===== config.mk =====
export PLATFORM = sky130hd
export DESIGN_NAME = dbus_signature_validator
export DESIGN_NICKNAME = d
export VERILOG_FILES = /design/src/design/dsv_pkg.sv /design/src/design/dsv_ctrl.sv /design/src/design/dsv_datapath.sv /design/src/design/dbus_signature_validator.sv
export SDC_FILE = /design/constraint.sdc
export NUM_CORES = 1
export LEC_CHECK = 0
export BUFFER_PORTS_ARGS = -buffer_cell sky130_fd_sc_hd__buf_2
export CAP_MARGIN = 20
export CORE_UTILIZATION = 60
export CTS_CLUSTER_SIZE = 24
export DETAILED_ROUTE_END_ITERATION = 10
export GPL_ROUTABILITY_DRIVEN = 0
export GPL_TIMING_DRIVEN = 0
export PLACE_DENSITY = 0.83
export SETUP_SLACK_MARGIN = 0.15
export SLEW_MARGIN = 5
export SYNTH_ARGS = -nofsm -noshare
export SYNTH_HDL_FRONTEND = slang
export SYNTH_HIERARCHICAL = 1
export SYNTH_SLANG_ARGS = --single-unit

===== constraint.sdc =====
create_clock -name aclk -period 7.55 [get_ports aclk]
set_input_delay 0.3775 -clock aclk [delete_from_list [all_inputs] [get_ports aclk]]
set_output_delay 0.3775 -clock aclk [all_outputs]
set_load 0.03 [all_outputs]

===== src/design/dsv_pkg.sv =====
// ----------------------------------------------------------------------------
// D-Bus signature validator package
// Shared types, character codes and helpers of the signature validator.
// ----------------------------------------------------------------------------
package dsv_pkg;

    localparam int unsigned MAX_ARRAY_NEST_DEF  = 32;
    localparam int unsigned MAX_STRUCT_NEST_DEF = 32;
    localparam int unsigned STACK_FRAMES_DEF    = 64;

    localparam logic [7:0] CH_NUL     = 8'h00;
    localparam logic [7:0] CH_VARIANT = 8'h76;  // v
    localparam logic [7:0] CH_LPAREN  = 8'h28;  // (
    localparam logic [7:0] CH_RPAREN  = 8'h29;  // )
    localparam logic [7:0] CH_ARRAY   = 8'h61;  // a
    localparam logic [7:0] CH_LBRACE  = 8'h7b;  // {
    localparam logic [7:0] CH_RBRACE  = 8'h7d;  // }

    localparam logic [1:0] VERDICT_PENDING = 2'd0;
    localparam logic [1:0] VERDICT_VALID   = 2'd1;
    localparam logic [1:0] VERDICT_INVALID = 2'd2;

    typedef enum logic [2:0] {
        FR_STRUCT_EMPTY = 3'd0,
        FR_STRUCT_SOME  = 3'd1,
        FR_ARRAY        = 3'd2,
        FR_DICT_KEY     = 3'd3,
        FR_DICT_VAL     = 3'd4,
        FR_DICT_CLOSE   = 3'd5
    } frame_t;

    typedef enum logic [1:0] {
        ACT_FINISH    = 2'd0,
        ACT_TYPE_DONE = 2'd1,
        ACT_POP_READ  = 2'd2
    } act_t;

    typedef struct packed {
        logic load_char;
        logic exec;
        logic load_top;
        logic td_step;
        logic out_load;
    } dp_cmd_t;

    typedef struct packed {
        act_t act;
    } dp_status_t;

    function automatic logic is_basic(input logic [7:0] c);
        logic r;
        case (c)
            8'h79, 8'h62, 8'h6e, 8'h71, 8'h69, 8'h75, 8'h78,
            8'h74, 8'h64, 8'h73, 8'h6f, 8'h67, 8'h68: r = 1'b1;
            default: r = 1'b0;
        endcase
        return r;
    endfunction

endpackage


===== src/design/dsv_ctrl.sv =====
// ----------------------------------------------------------------------------
// Signature validator controller
// Sequences input transfers, byte execution, stack pops and output loads.
// ----------------------------------------------------------------------------
module dsv_ctrl (
    input  logic                aclk,
    input  logic                aresetn,
    input  logic                s_tvalid,
    output logic                s_tready,
    output logic                m_tvalid,
    input  logic                m_tready,
    output dsv_pkg::dp_cmd_t    cmd,
    input  dsv_pkg::dp_status_t status
);

    typedef enum logic [4:0] {
        ST_IDLE = 5'b00001,
        ST_EXEC = 5'b00010,
        ST_LOAD = 5'b00100,
        ST_TD   = 5'b01000,
        ST_DONE = 5'b10000
    } state_t;

    state_t state_reg, state_next;
    logic   m_valid_reg, m_valid_next;
    logic   out_free;

    assign s_tready = (state_reg == ST_IDLE);
    assign m_tvalid = m_valid_reg;
    assign out_free = !m_valid_reg || m_tready;

    always_comb begin
        state_next   = state_reg;
        m_valid_next = m_valid_reg;
        if (m_valid_reg && m_tready) begin
            m_valid_next = 1'b0;
        end
        case (state_reg)
            ST_IDLE: begin
                if (s_tvalid) begin
                    state_next = ST_EXEC;
                end
            end
            ST_EXEC: begin
                case (status.act)
                    dsv_pkg::ACT_TYPE_DONE: state_next = ST_TD;
                    dsv_pkg::ACT_POP_READ:  state_next = ST_LOAD;
                    default:                state_next = ST_DONE;
                endcase
            end
            ST_LOAD: begin
                state_next = ST_TD;
            end
            ST_TD: begin
                case (status.act)
                    dsv_pkg::ACT_TYPE_DONE: state_next = ST_TD;
                    dsv_pkg::ACT_POP_READ:  state_next = ST_LOAD;
                    default:                state_next = ST_DONE;
                endcase
            end
            ST_DONE: begin
                if (out_free) begin
                    m_valid_next = 1'b1;
                    state_next   = ST_IDLE;
                end
            end
            default: state_next = ST_IDLE;
        endcase
    end

    always_comb begin
        cmd = '0;
        case (state_reg)
            ST_IDLE: cmd.load_char = s_tvalid;
            ST_EXEC: cmd.exec      = 1'b1;
            ST_LOAD: cmd.load_top  = 1'b1;
            ST_TD:   cmd.td_step   = 1'b1;
            ST_DONE: cmd.out_load  = out_free;
            default: cmd           = '0;
        endcase
    end

    always_ff @(posedge aclk) begin
        if (!aresetn) begin
            state_reg   <= ST_IDLE;
            m_valid_reg <= 1'b0;
        end else begin
            state_reg   <= state_next;
            m_valid_reg <= m_valid_next;
        end
    end

endmodule


===== src/design/dsv_datapath.sv =====
// ----------------------------------------------------------------------------
// Signature validator datapath
// Frame stack memory, top frame register, nesting counters and result register.
// ----------------------------------------------------------------------------
module dsv_datapath #(
    parameter int unsigned MAX_ARRAY_NEST  = dsv_pkg::MAX_ARRAY_NEST_DEF,
    parameter int unsigned MAX_STRUCT_NEST = dsv_pkg::MAX_STRUCT_NEST_DEF,
    parameter int unsigned STACK_FRAMES    = dsv_pkg::STACK_FRAMES_DEF
) (
    input  logic                aclk,
    input  logic                aresetn,
    input  logic                cfg_wr_en,
    input  logic                cfg_wr_data,
    input  logic [7:0]          code_char,
    input  dsv_pkg::dp_cmd_t    cmd,
    output dsv_pkg::dp_status_t status,
    output logic [1:0]          verdict,
    output logic                done_res
);

    localparam int unsigned LVL_W = $clog2(STACK_FRAMES + 1);
    localparam int unsigned AW    = $clog2(STACK_FRAMES);
    localparam int unsigned AL_W  = $clog2(MAX_ARRAY_NEST + 1);
    localparam int unsigned SL_W  = $clog2(MAX_STRUCT_NEST + 1);

    dsv_pkg::frame_t mem [STACK_FRAMES];
    dsv_pkg::frame_t rd_data_reg;

    logic             mode_reg, mode_next;
    logic [7:0]       char_reg;
    logic [LVL_W-1:0] lvl_reg, lvl_next;
    logic [AL_W-1:0]  arr_reg, arr_next;
    logic [SL_W-1:0]  str_reg, str_next;
    dsv_pkg::frame_t  top_reg, top_next;
    logic             seen_reg, seen_next;
    logic             err_reg, err_next;
    logic             term_ok_reg, term_ok_next;
    logic [1:0]       verdict_reg;
    logic             done_reg;

    logic             push;
    logic [LVL_W-1:0] lvl_dec;
    logic [LVL_W-1:0] lvl_wr;
    logic [LVL_W-1:0] lvl_rd;
    logic             has_top;
    logic             new_type;
    dsv_pkg::act_t    pop_act;
    logic [AL_W-1:0]  arr_dec;
    logic [SL_W-1:0]  str_dec;

    assign lvl_dec = lvl_reg - LVL_W'(1);
    assign has_top = (lvl_reg != '0);
    assign pop_act = (lvl_dec == '0) ? dsv_pkg::ACT_TYPE_DONE : dsv_pkg::ACT_POP_READ;
    assign arr_dec = (arr_reg != '0) ? arr_reg - AL_W'(1) : arr_reg;
    assign str_dec = (str_reg != '0) ? str_reg - SL_W'(1) : str_reg;

    always_comb begin
        mode_next    = cfg_wr_en ? cfg_wr_data : mode_reg;
        lvl_next     = lvl_reg;
        arr_next     = arr_reg;
        str_next     = str_reg;
        top_next     = top_reg;
        seen_next    = seen_reg;
        err_next     = err_reg;
        term_ok_next = term_ok_reg;
        push         = 1'b0;
        new_type     = 1'b0;
        status.act   = dsv_pkg::ACT_FINISH;

        if (cmd.exec) begin
            if (char_reg == dsv_pkg::CH_NUL) begin
                term_ok_next = !err_reg && !has_top && (!mode_reg || seen_reg);
                lvl_next     = '0;
                arr_next     = '0;
                str_next     = '0;
                seen_next    = 1'b0;
                err_next     = 1'b0;
            end else if (!err_reg) begin
                if (has_top && top_reg == dsv_pkg::FR_DICT_KEY) begin
                    if (dsv_pkg::is_basic(char_reg)) begin
                        top_next = dsv_pkg::FR_DICT_VAL;
                    end else begin
                        err_next = 1'b1;
                    end
                end else if (has_top && top_reg == dsv_pkg::FR_DICT_CLOSE) begin
                    if (char_reg != dsv_pkg::CH_RBRACE) begin
                        err_next = 1'b1;
                    end else begin
                        lvl_next   = lvl_dec;
                        str_next   = str_dec;
                        arr_next   = arr_dec;
                        status.act = pop_act;
                    end
                end else if (has_top && top_reg == dsv_pkg::FR_ARRAY &&
                             char_reg == dsv_pkg::CH_LBRACE) begin
                    if (str_reg >= SL_W'(MAX_STRUCT_NEST)) begin
                        err_next = 1'b1;
                    end else begin
                        str_next = str_reg + SL_W'(1);
                        top_next = dsv_pkg::FR_DICT_KEY;
                    end
                end else if (char_reg == dsv_pkg::CH_RPAREN) begin
                    if (!(has_top && top_reg == dsv_pkg::FR_STRUCT_SOME)) begin
                        err_next = 1'b1;
                    end else begin
                        lvl_next   = lvl_dec;
                        str_next   = str_dec;
                        status.act = pop_act;
                    end
                end else if (!has_top && mode_reg && seen_reg) begin
                    err_next = 1'b1;
                end else if (dsv_pkg::is_basic(char_reg) ||
                             char_reg == dsv_pkg::CH_VARIANT) begin
                    status.act = dsv_pkg::ACT_TYPE_DONE;
                end else if (char_reg == dsv_pkg::CH_LPAREN) begin
                    if (str_reg >= SL_W'(MAX_STRUCT_NEST) ||
                        lvl_reg >= LVL_W'(STACK_FRAMES)) begin
                        err_next = 1'b1;
                    end else begin
                        str_next = str_reg + SL_W'(1);
                        new_type = 1'b1;
                        top_next = dsv_pkg::FR_STRUCT_EMPTY;
                    end
                end else if (char_reg == dsv_pkg::CH_ARRAY) begin
                    if (arr_reg >= AL_W'(MAX_ARRAY_NEST) ||
                        lvl_reg >= LVL_W'(STACK_FRAMES)) begin
                        err_next = 1'b1;
                    end else begin
                        arr_next = arr_reg + AL_W'(1);
                        new_type = 1'b1;
                        top_next = dsv_pkg::FR_ARRAY;
                    end
                end else begin
                    err_next = 1'b1;
                end
                if (new_type) begin
                    push     = has_top;
                    lvl_next = lvl_reg + LVL_W'(1);
                end
            end
        end

        if (cmd.load_top) begin
            top_next = rd_data_reg;
        end

        if (cmd.td_step) begin
            if (!has_top) begin
                seen_next = 1'b1;
            end else begin
                case (top_reg)
                    dsv_pkg::FR_STRUCT_EMPTY,
                    dsv_pkg::FR_STRUCT_SOME: top_next = dsv_pkg::FR_STRUCT_SOME;
                    dsv_pkg::FR_DICT_VAL:    top_next = dsv_pkg::FR_DICT_CLOSE;
                    dsv_pkg::FR_ARRAY: begin
                        lvl_next   = lvl_dec;
                        arr_next   = arr_dec;
                        status.act = pop_act;
                    end
                    default: err_next = 1'b1;
                endcase
            end
        end
    end

    assign lvl_wr = lvl_dec;
    assign lvl_rd = (lvl_next != '0) ? lvl_next - LVL_W'(1) : '0;

    always_ff @(posedge aclk) begin
        if (push) begin
            mem[lvl_wr[AW-1:0]] <= top_reg;
        end
        rd_data_reg <= mem[lvl_rd[AW-1:0]];
    end

    always_ff @(posedge aclk) begin
        if (!aresetn) begin
            mode_reg <= 1'b0;
            lvl_reg  <= '0;
            arr_reg  <= '0;
            str_reg  <= '0;
            seen_reg <= 1'b0;
            err_reg  <= 1'b0;
        end else begin
            mode_reg <= mode_next;
            lvl_reg  <= lvl_next;
            arr_reg  <= arr_next;
            str_reg  <= str_next;
            seen_reg <= seen_next;
            err_reg  <= err_next;
        end
    end

    always_ff @(posedge aclk) begin
        top_reg     <= top_next;
        term_ok_reg <= term_ok_next;
        if (cmd.load_char) begin
            char_reg <= code_char;
        end
        if (cmd.out_load) begin
            done_reg <= (char_reg == dsv_pkg::CH_NUL);
            if (char_reg == dsv_pkg::CH_NUL) begin
                verdict_reg <= term_ok_reg ? dsv_pkg::VERDICT_VALID
                                           : dsv_pkg::VERDICT_INVALID;
            end else begin
                verdict_reg <= err_reg ? dsv_pkg::VERDICT_INVALID
                                       : dsv_pkg::VERDICT_PENDING;
            end
        end
    end

    assign verdict  = verdict_reg;
    assign done_res = done_reg;

endmodule


===== src/design/dbus_signature_validator.sv =====
// ----------------------------------------------------------------------------
// D-Bus signature validator
// Checks a D-Bus type signature streamed one byte per transfer.
// ----------------------------------------------------------------------------
// Each input transfer carries one signature byte; a zero byte ends the
// signature. Every input transfer yields exactly one output transfer holding
// the running verdict (pending or invalid) and, for the terminator, the final
// verdict with m_tlast set. The mode register selects between any sequence of
// complete types and exactly one complete type; it is written with cfg_wr_en.
// The user must write it only while the block is idle; the block itself does
// not enforce this. Each byte is captured on its input transfer, executed,
// and its result loaded into the output register. Each further step of
// closing a type adds a type-done step, and each nested frame that closes
// below the top adds a load of the frame below via the registered stack read.
// The block takes the next byte while a result waits in the output register;
// if the receiver stalls, processing holds before loading the next result.
// After reset the mode is zero, the stack is empty and no result is pending.
// ----------------------------------------------------------------------------
module dbus_signature_validator #(
    parameter int unsigned MAX_ARRAY_NEST  = dsv_pkg::MAX_ARRAY_NEST_DEF,
    parameter int unsigned MAX_STRUCT_NEST = dsv_pkg::MAX_STRUCT_NEST_DEF,
    parameter int unsigned STACK_FRAMES    = dsv_pkg::STACK_FRAMES_DEF
) (
    input  logic       aclk,
    input  logic       aresetn,
    input  logic       cfg_wr_en,
    input  logic       cfg_wr_data,   // signature_mode
    input  logic       s_tvalid,
    output logic       s_tready,
    input  logic [7:0] s_tdata,       // code_char
    output logic       m_tvalid,
    input  logic       m_tready,
    output logic [7:0] m_tdata,       // verdict [1:0], zero fill above
    output logic       m_tlast        // done_res
);

    dsv_pkg::dp_cmd_t    cmd;
    dsv_pkg::dp_status_t status;
    logic [1:0]          verdict;

    dsv_ctrl u_ctrl (
        .aclk     (aclk),
        .aresetn  (aresetn),
        .s_tvalid (s_tvalid),
        .s_tready (s_tready),
        .m_tvalid (m_tvalid),
        .m_tready (m_tready),
        .cmd      (cmd),
        .status   (status)
    );

    dsv_datapath #(
        .MAX_ARRAY_NEST  (MAX_ARRAY_NEST),
        .MAX_STRUCT_NEST (MAX_STRUCT_NEST),
        .STACK_FRAMES    (STACK_FRAMES)
    ) u_datapath (
        .aclk        (aclk),
        .aresetn     (aresetn),
        .cfg_wr_en   (cfg_wr_en),
        .cfg_wr_data (cfg_wr_data),
        .code_char   (s_tdata),
        .cmd         (cmd),
        .status      (status),
        .verdict     (verdict),
        .done_res    (m_tlast)
    );

    assign m_tdata = {6'd0, verdict};

endmodule

After elaboration in Yosys (flattened, before gate mapping):

Memories as Yosys holds them, arrays and structs flattened. A register that Yosys moved wholly into a read port is not among the register bits.
Cells that the tools add are included.

* $add $sub $neg: 7
* order comparisons: 3
* equality and inequality tests: 41
* multiplexer cells: 150
* reduce and logical (&&, ||, !) cells: 34

Operators with widths (count)
* $mux W6: 32
* $eq A8 B7 Y1 const B: 16
* $mux W7: 13
* $mux W1: 65
* $mux W3: 18
* $mux W2: 17
* $pmux W5 S4: 1
* $sub A6 B1 Y6 const B: 3
* $eq A8 B6 Y1 const B: 2
* $ne A5 B1 Y1 const B: 3
* $reduce_bool A7 Y1: 2
* $reduce_or A13 Y1: 1
* $add A6 B1 Y6 const B: 2
* $ge A6 B6 Y1 const B: 2
* $reduce_bool A6 Y1: 2
* $logic_and A1 B1 Y1: 10
* $mux W5: 2
* $pmux W5 S2: 1
* $reduce_and A10 Y1: 1
* $logic_not A8 Y1: 1
* $ne A8 B7 Y1 const B: 1
* $add A7 B1 Y7 const B: 1
* $ge A7 B7 Y1 const B: 1
* $logic_not A7 Y1: 1
* 24 further kinds: 37

* bits in registers: 43
* memory bits (writable): 192
* bits of input ports: 14
* word-level logic and storage cells: 249
* memories: 1

Memory list
* u_datapath.mem: depth 64, bits a word 3, read ports 1, clocked after memory_dff 1, write ports 1, RTL line dsv_datapath.sv:26 `dsv_pkg::frame_t mem [STACK_FRAMES];`

Depth between registers and ports, before layout:

* depth in word-level cells: 31
* gate-level depth with buffers: 27

By module:

The synthesis kept the hierarchy.

By module, submodules not included
* dsv_datapath: instances 1, cells each 1103, area each 11897.7 um2
* dsv_ctrl: instances 1, cells each 46, area each 394.1 um2
* dbus_signature_validator: instances 1, cells each 7, area each 48.8 um2

Worst setup path before layout:

No wires, ideal clock.

* path kind: reg2reg
* start: reg u_datapath.top_reg[1]
* end: reg u_datapath.rd_data_reg[0] (read register of u_datapath.mem)
* setup time: 0.131 ns
* arrival time: 5.225 ns
* slack: 2.194 ns
* cell stages (with the launch flop): 21
* path through: dfxtp_1 buf_2 xor2_1 o211a_4 a2111oi_4 a211oi_1 or2_2 buf_2 inv_1 buf_2 buf_2 ha_1 clkbuf_1 nor3_1 or2_2 buf_4 o21ai_0 a32o_1 a311oi_1 a311oi_1 o32ai_1

* longest elaborated chain between the ends: 18
* elaborated cells between the ends (all ways): 30
* those cells by class: add/sub (1); eq/ne (4); mux (19); reduce/logical (6)

Ends and longest elaborated chain
* start, declared: RTL line dsv_datapath.sv:34 `dsv_pkg::frame_t top_reg, top_next;`
* start signal, assigned: RTL line dsv_datapath.sv:195 `top_reg <= top_next;`
* $eq A3 B2 Y1: RTL line dsv_datapath.sv:94, dsv_datapath.sv:151
* $logic_and A1 B1 Y1 (2 in a row): RTL line dsv_datapath.sv:94 `end else if (has_top && top_reg == dsv_pkg::FR_ARRAY &&`
* $mux W1: RTL line dsv_datapath.sv:94
* $mux W1: RTL line dsv_datapath.sv:85 `end else if (has_top && top_reg == dsv_pkg::FR_DICT_CLOSE) begin`
* $mux W1: RTL line dsv_datapath.sv:79 `if (has_top && top_reg == dsv_pkg::FR_DICT_KEY) begin`
* $mux W1: RTL line dsv_datapath.sv:78 `end else if (!err_reg) begin`
* $mux W1: RTL line dsv_datapath.sv:71 `if (char_reg == dsv_pkg::CH_NUL) begin`
* $mux W1: RTL line dsv_datapath.sv:70 `if (cmd.exec) begin`
* $mux W7: RTL line dsv_datapath.sv:136 `if (new_type) begin`
* $mux W7: RTL line dsv_datapath.sv:78
* $mux W7: RTL line dsv_datapath.sv:71
* $mux W7: RTL line dsv_datapath.sv:70
* $mux W7: RTL line dsv_datapath.sv:151 `case (top_reg)`
* $mux W7: RTL line dsv_datapath.sv:148 `if (!has_top) begin`
* $mux W7 (*): RTL line dsv_datapath.sv:147 `if (cmd.td_step) begin`
* $sub A6 B1 Y6 / $reduce_bool A7 Y1 (equally long branches): RTL line dsv_datapath.sv:167 `assign lvl_rd = (lvl_next != '0) ? lvl_next - LVL_W'(1) : '0;`
* $mux W6 (*): RTL line dsv_datapath.sv:167
* end, declared: RTL line dsv_datapath.sv:27 `dsv_pkg::frame_t rd_data_reg;`

Every way passes the cells marked *; elsewhere a longest branch is shown, timed or not. The select of a mux whose other input is x is not followed.
A chain may end at the register's enable or synchronous reset.

Worst setup path after layout:

* start: reg u_datapath.lvl_reg[0]
* end: reg u_datapath.rd_data_reg[0] (read register of u_datapath.mem)

* longest elaborated chain between the ends: 23
* elaborated cells between the ends (all ways): 43
* those cells by class: add/sub (3); order compare (1); mux (27); reduce/logical (12)

Ends and longest elaborated chain
* start, declared: RTL line dsv_datapath.sv:31 `logic [LVL_W-1:0] lvl_reg, lvl_next;`
* start signal, assigned: RTL line dsv_datapath.sv:186 `lvl_reg <= lvl_next;`
* $ge A7 B7 Y1: RTL line dsv_datapath.sv:117, dsv_datapath.sv:126
* $logic_or A1 B1 Y1: RTL line dsv_datapath.sv:125 `if (arr_reg >= AL_W'(MAX_ARRAY_NEST) ||`
* $mux W1: RTL line dsv_datapath.sv:125
* $mux W1: RTL line dsv_datapath.sv:124 `end else if (char_reg == dsv_pkg::CH_ARRAY) begin`
* $mux W1: RTL line dsv_datapath.sv:115 `end else if (char_reg == dsv_pkg::CH_LPAREN) begin`
* $mux W1: RTL line dsv_datapath.sv:112 `end else if (dsv_pkg::is_basic(char_reg) ||`
* $mux W1: RTL line dsv_datapath.sv:110 `end else if (!has_top && mode_reg && seen_reg) begin`
* $mux W1: RTL line dsv_datapath.sv:102 `end else if (char_reg == dsv_pkg::CH_RPAREN) begin`
* [7 not listed]
* $mux W7: RTL line dsv_datapath.sv:78
* $mux W7: RTL line dsv_datapath.sv:71
* $mux W7: RTL line dsv_datapath.sv:70
* $mux W7: RTL line dsv_datapath.sv:151
* $mux W7: RTL line dsv_datapath.sv:148
* $mux W7 (*): RTL line dsv_datapath.sv:147
* $sub A6 B1 Y6 / $reduce_bool A7 Y1 (equally long branches): RTL line dsv_datapath.sv:167
* $mux W6 (*): RTL line dsv_datapath.sv:167

Marked as above.

==> out/metrics.csv <==
metric,value,unit
design area,13700,um2
simple-gate share of the synthesized area,18.1,%
sequential area share after synthesis,55.2,%
Max Cap Viol,0,
layout cell share with drive strength beyond 1,11.7,%
P&R area growth vs syn,11.1,%
ys async rst share,0,%
Num CTS Buffers,25,
Sink Count,238,
status,completed,
Post-synth EDFFs,204,
RR Startpoint,u_datapath/lvl_reg[0]$_SDFF_PN0_,
Yosys cell types,96,
synth warn,6,
critical path type,register to register,
Die W,145,um
global-route wire length before repair,54900,um
Pleak,0.00434,uW
hold path cells,1,
final hold violations,0,
RR Endpoint,u_datapath/rd_data_reg[0]$_DFF_P_,
Worst VDD drop,0.000324,V
CP max-delay cell,a2111oi_4,
maximum clock rate,137,MHz
drt initial violations,1817,
Port Buffer Count,18,
"top cells by area, synth","edfxtp_1 50%, dfxtp_1 5.5%, nor2_1 4.1%",
ys flop type,edfxtp_1,
"Data required, critical path",7920,ps
crit-path max cell delay,560,ps
DP Cell Count,1452,
flop-to-flop setup slack,230,ps
Final min period,7320,ps
Synth Instances,1156,
Detailed Routing Iterations Pass 1,6,
Hold Startpoint,s_tdata[2],
total power,3010,uW
Antenna Nets Post-Route,0,
Root Buffer,clkbuf_16,
CTS tree,done,
CP top delay family,buffers and inverters,
Via density,6.86,
HP Class,input pin to register,
largest family of logic cells by synthesized area,simple AND/OR/NAND/NOR gates,
n_diodes,0,
drt wl/cell,23.9,um
total track usage,33.9,%
detailed-route DRC error count,0,
Crit. End Element,register,
initial core utilization,61.2,%
Synth Area in XOR/XNOR,1.06,%
P per Cell Area,220,nW/um2
Area after DPL,12900,um2
#FFs+latches synth,238,
crit start category,register,
largest net degree at the start of global routing,45,
fin crit share,97.0,%
Worst Hold Path EP,u_datapath/char_reg[2]$_DFFE_PP_,
slew of the pin with the lowest slew margin,832,ps
unrepaired setup endpoints after global routing,no,
vias in the first global route,9806,
Vias,10286,
Mapped Area,12300,um2
adder-cell share of the synthesized area,1.12,%
clk_lat worst skew,540,ps
# IOs,25,
leading area contributor after synthesis,edfxtp_1,
Longest Clk Path Bufs,3,
area of the core,20200,um2
"Cell Count, Final, Fillers Out",1500,
Placement Rows,52,
Yosys top cell area share,49.6,%
Slew HR,44.0,%
NumNets Final,1236,
critical path arrival,7700,ps
average size of a mapped cell,10.7,um2
DIE AREA,21100,um2
Largest register FFs,192,
post-route setup TNS,0,ps
cells on worst reg2reg path,26,
most frequent cells in the layout,"204 x edfxtp_1, 136 x nor2_1, 125 x nand2_1, 56 x o21ai_0, 47 x nand3_1",
Compound-Gate Fraction of Synth Area,15.9,%
clock slew at reported path FFs,60,ps
"commonest non-fill, non-tap cell in the layout",edfxtp_1,
# setup viols final,0,
CP Max Fanout,11,
Min Hold Slack,3.66,ps
grt total ovfl,0,
clk_skew,13.8,ps
Pins Over Slew Limit,0,
initial antenna violation count,0,
routed wire length,35900,um
Die Ht,145,um
post-DP HPWL,23700,um
mux share of post-synthesis cell area,4.17,%
CP bufs+invs,12,
post-CTS setup buffers,0,
H-tree depth,1,
[stage by stage]
| stage | setup slack, ps | util [%] |
|---|---|---|
| final | 226 | 68.0 |
| after global routing | 141 | 68.0 |
| after floorplan | 2190 | - |
| after detailed placement | 410 | 63.7 |
| after CTS | 373 | 67.8 |
| after global placement | -379 | 63.4 |
[worst max path at each step]
stage,start,to,slack (ps),cells after the start
final,u_datapath/lvl_reg[0]$_SDFF_PN0_,u_datapath/rd_data_reg[0]$_DFF_P_,230,26
after floorplan,u_datapath/top_reg[1]$_DFF_P_,u_datapath/rd_data_reg[0]$_DFF_P_,2190,20
after detailed placement,u_datapath/lvl_reg[0]$_SDFF_PN0_,u_datapath/rd_data_reg[0]$_DFF_P_,410,26
after global routing,u_datapath/lvl_reg[0]$_SDFF_PN0_,u_datapath/rd_data_reg[0]$_DFF_P_,140,26
after CTS,u_datapath/lvl_reg[0]$_SDFF_PN0_,u_datapath/rd_data_reg[0]$_DFF_P_,370,26
after global placement,u_datapath/top_reg[1]$_DFF_P_,u_datapath/rd_data_reg[0]$_DFF_P_,-380,22
[per-layer routing]
metal	GRT usage, %	wire, um	vias up	part of all wire (%)
li1	-	-	4466	-
met1	42.8	12800	4801	36
met2	53.2	15900	799	44
met3	9.25	4830	220	13
met4	18.9	2380	0	6.6
met5	0	0	-	0
[report_power, final]
group          switching, uW  internal, uW  leakage [uW]
combinational            239           109       0.00220
clock                    518           720      0.000389
sequential              7.59          1420       0.00175
total                    764          2250       0.00434
[logic make-up (layout without fill, tap and decap cells)]
kind of cell / after synthesis / after routing
AO/OA/AOI/OAI: 271 / 271
AND/OR/NAND/NOR: 459 / 459
multiplexers: 50 / 50
adder cells (fa/ha/maj): 11 / 11
other: 1 / 6
flip-flops: 238 / 238
buffers and inverters: 111 / 180
XOR/XNOR: 15 / 15
[cell type report]
type | count | area [um2]
Tap cell | 270 | 338
Buffer | 84 | 457
Clock buffer | 33 | 656
Multi-Input combinational cell | 812 | 5010
Inverter | 27 | 101
Timing Repair Buffer | 23 | 170
Fill cell | 1485 | 6460
Clock inverter | 13 | 164
Sequential cell | 238 | 6810
[cells in the mapped netlist (6+ instances only)]
master / number
buf_4: 10
o21a_1: 7
xor2_1: 9
nor4_1: 11
buf_6: 9
nor2_1: 136
and3_1: 12
nand2_1: 125
ha_1: 11
a221oi_1: 8
nand2b_1: 6
xnor2_1: 6
nand3_1: 47
mux2_2: 7
nor2b_1: 17
dfxtp_1: 34
a21oi_1: 46
clkbuf_1: 37
edfxtp_1: 204
nor3_1: 30
mux2i_1: 42
o311a_1: 6
a31oi_1: 23
o211ai_1: 12
or3_1: 8
inv_1: 26
buf_2: 24
and4_1: 7
and2_1: 11
nand4_1: 12
o22ai_1: 8
o21ai_0: 57
a211oi_1: 16
[repair_timing]
action,CTS,global route
hold buffers,0,2
gates resized for setup,0,7
hold endpoints to repair,0,2
endpoints found under the setup margin,0,2
No activity file was read; power rests on OpenSTA's default activity.
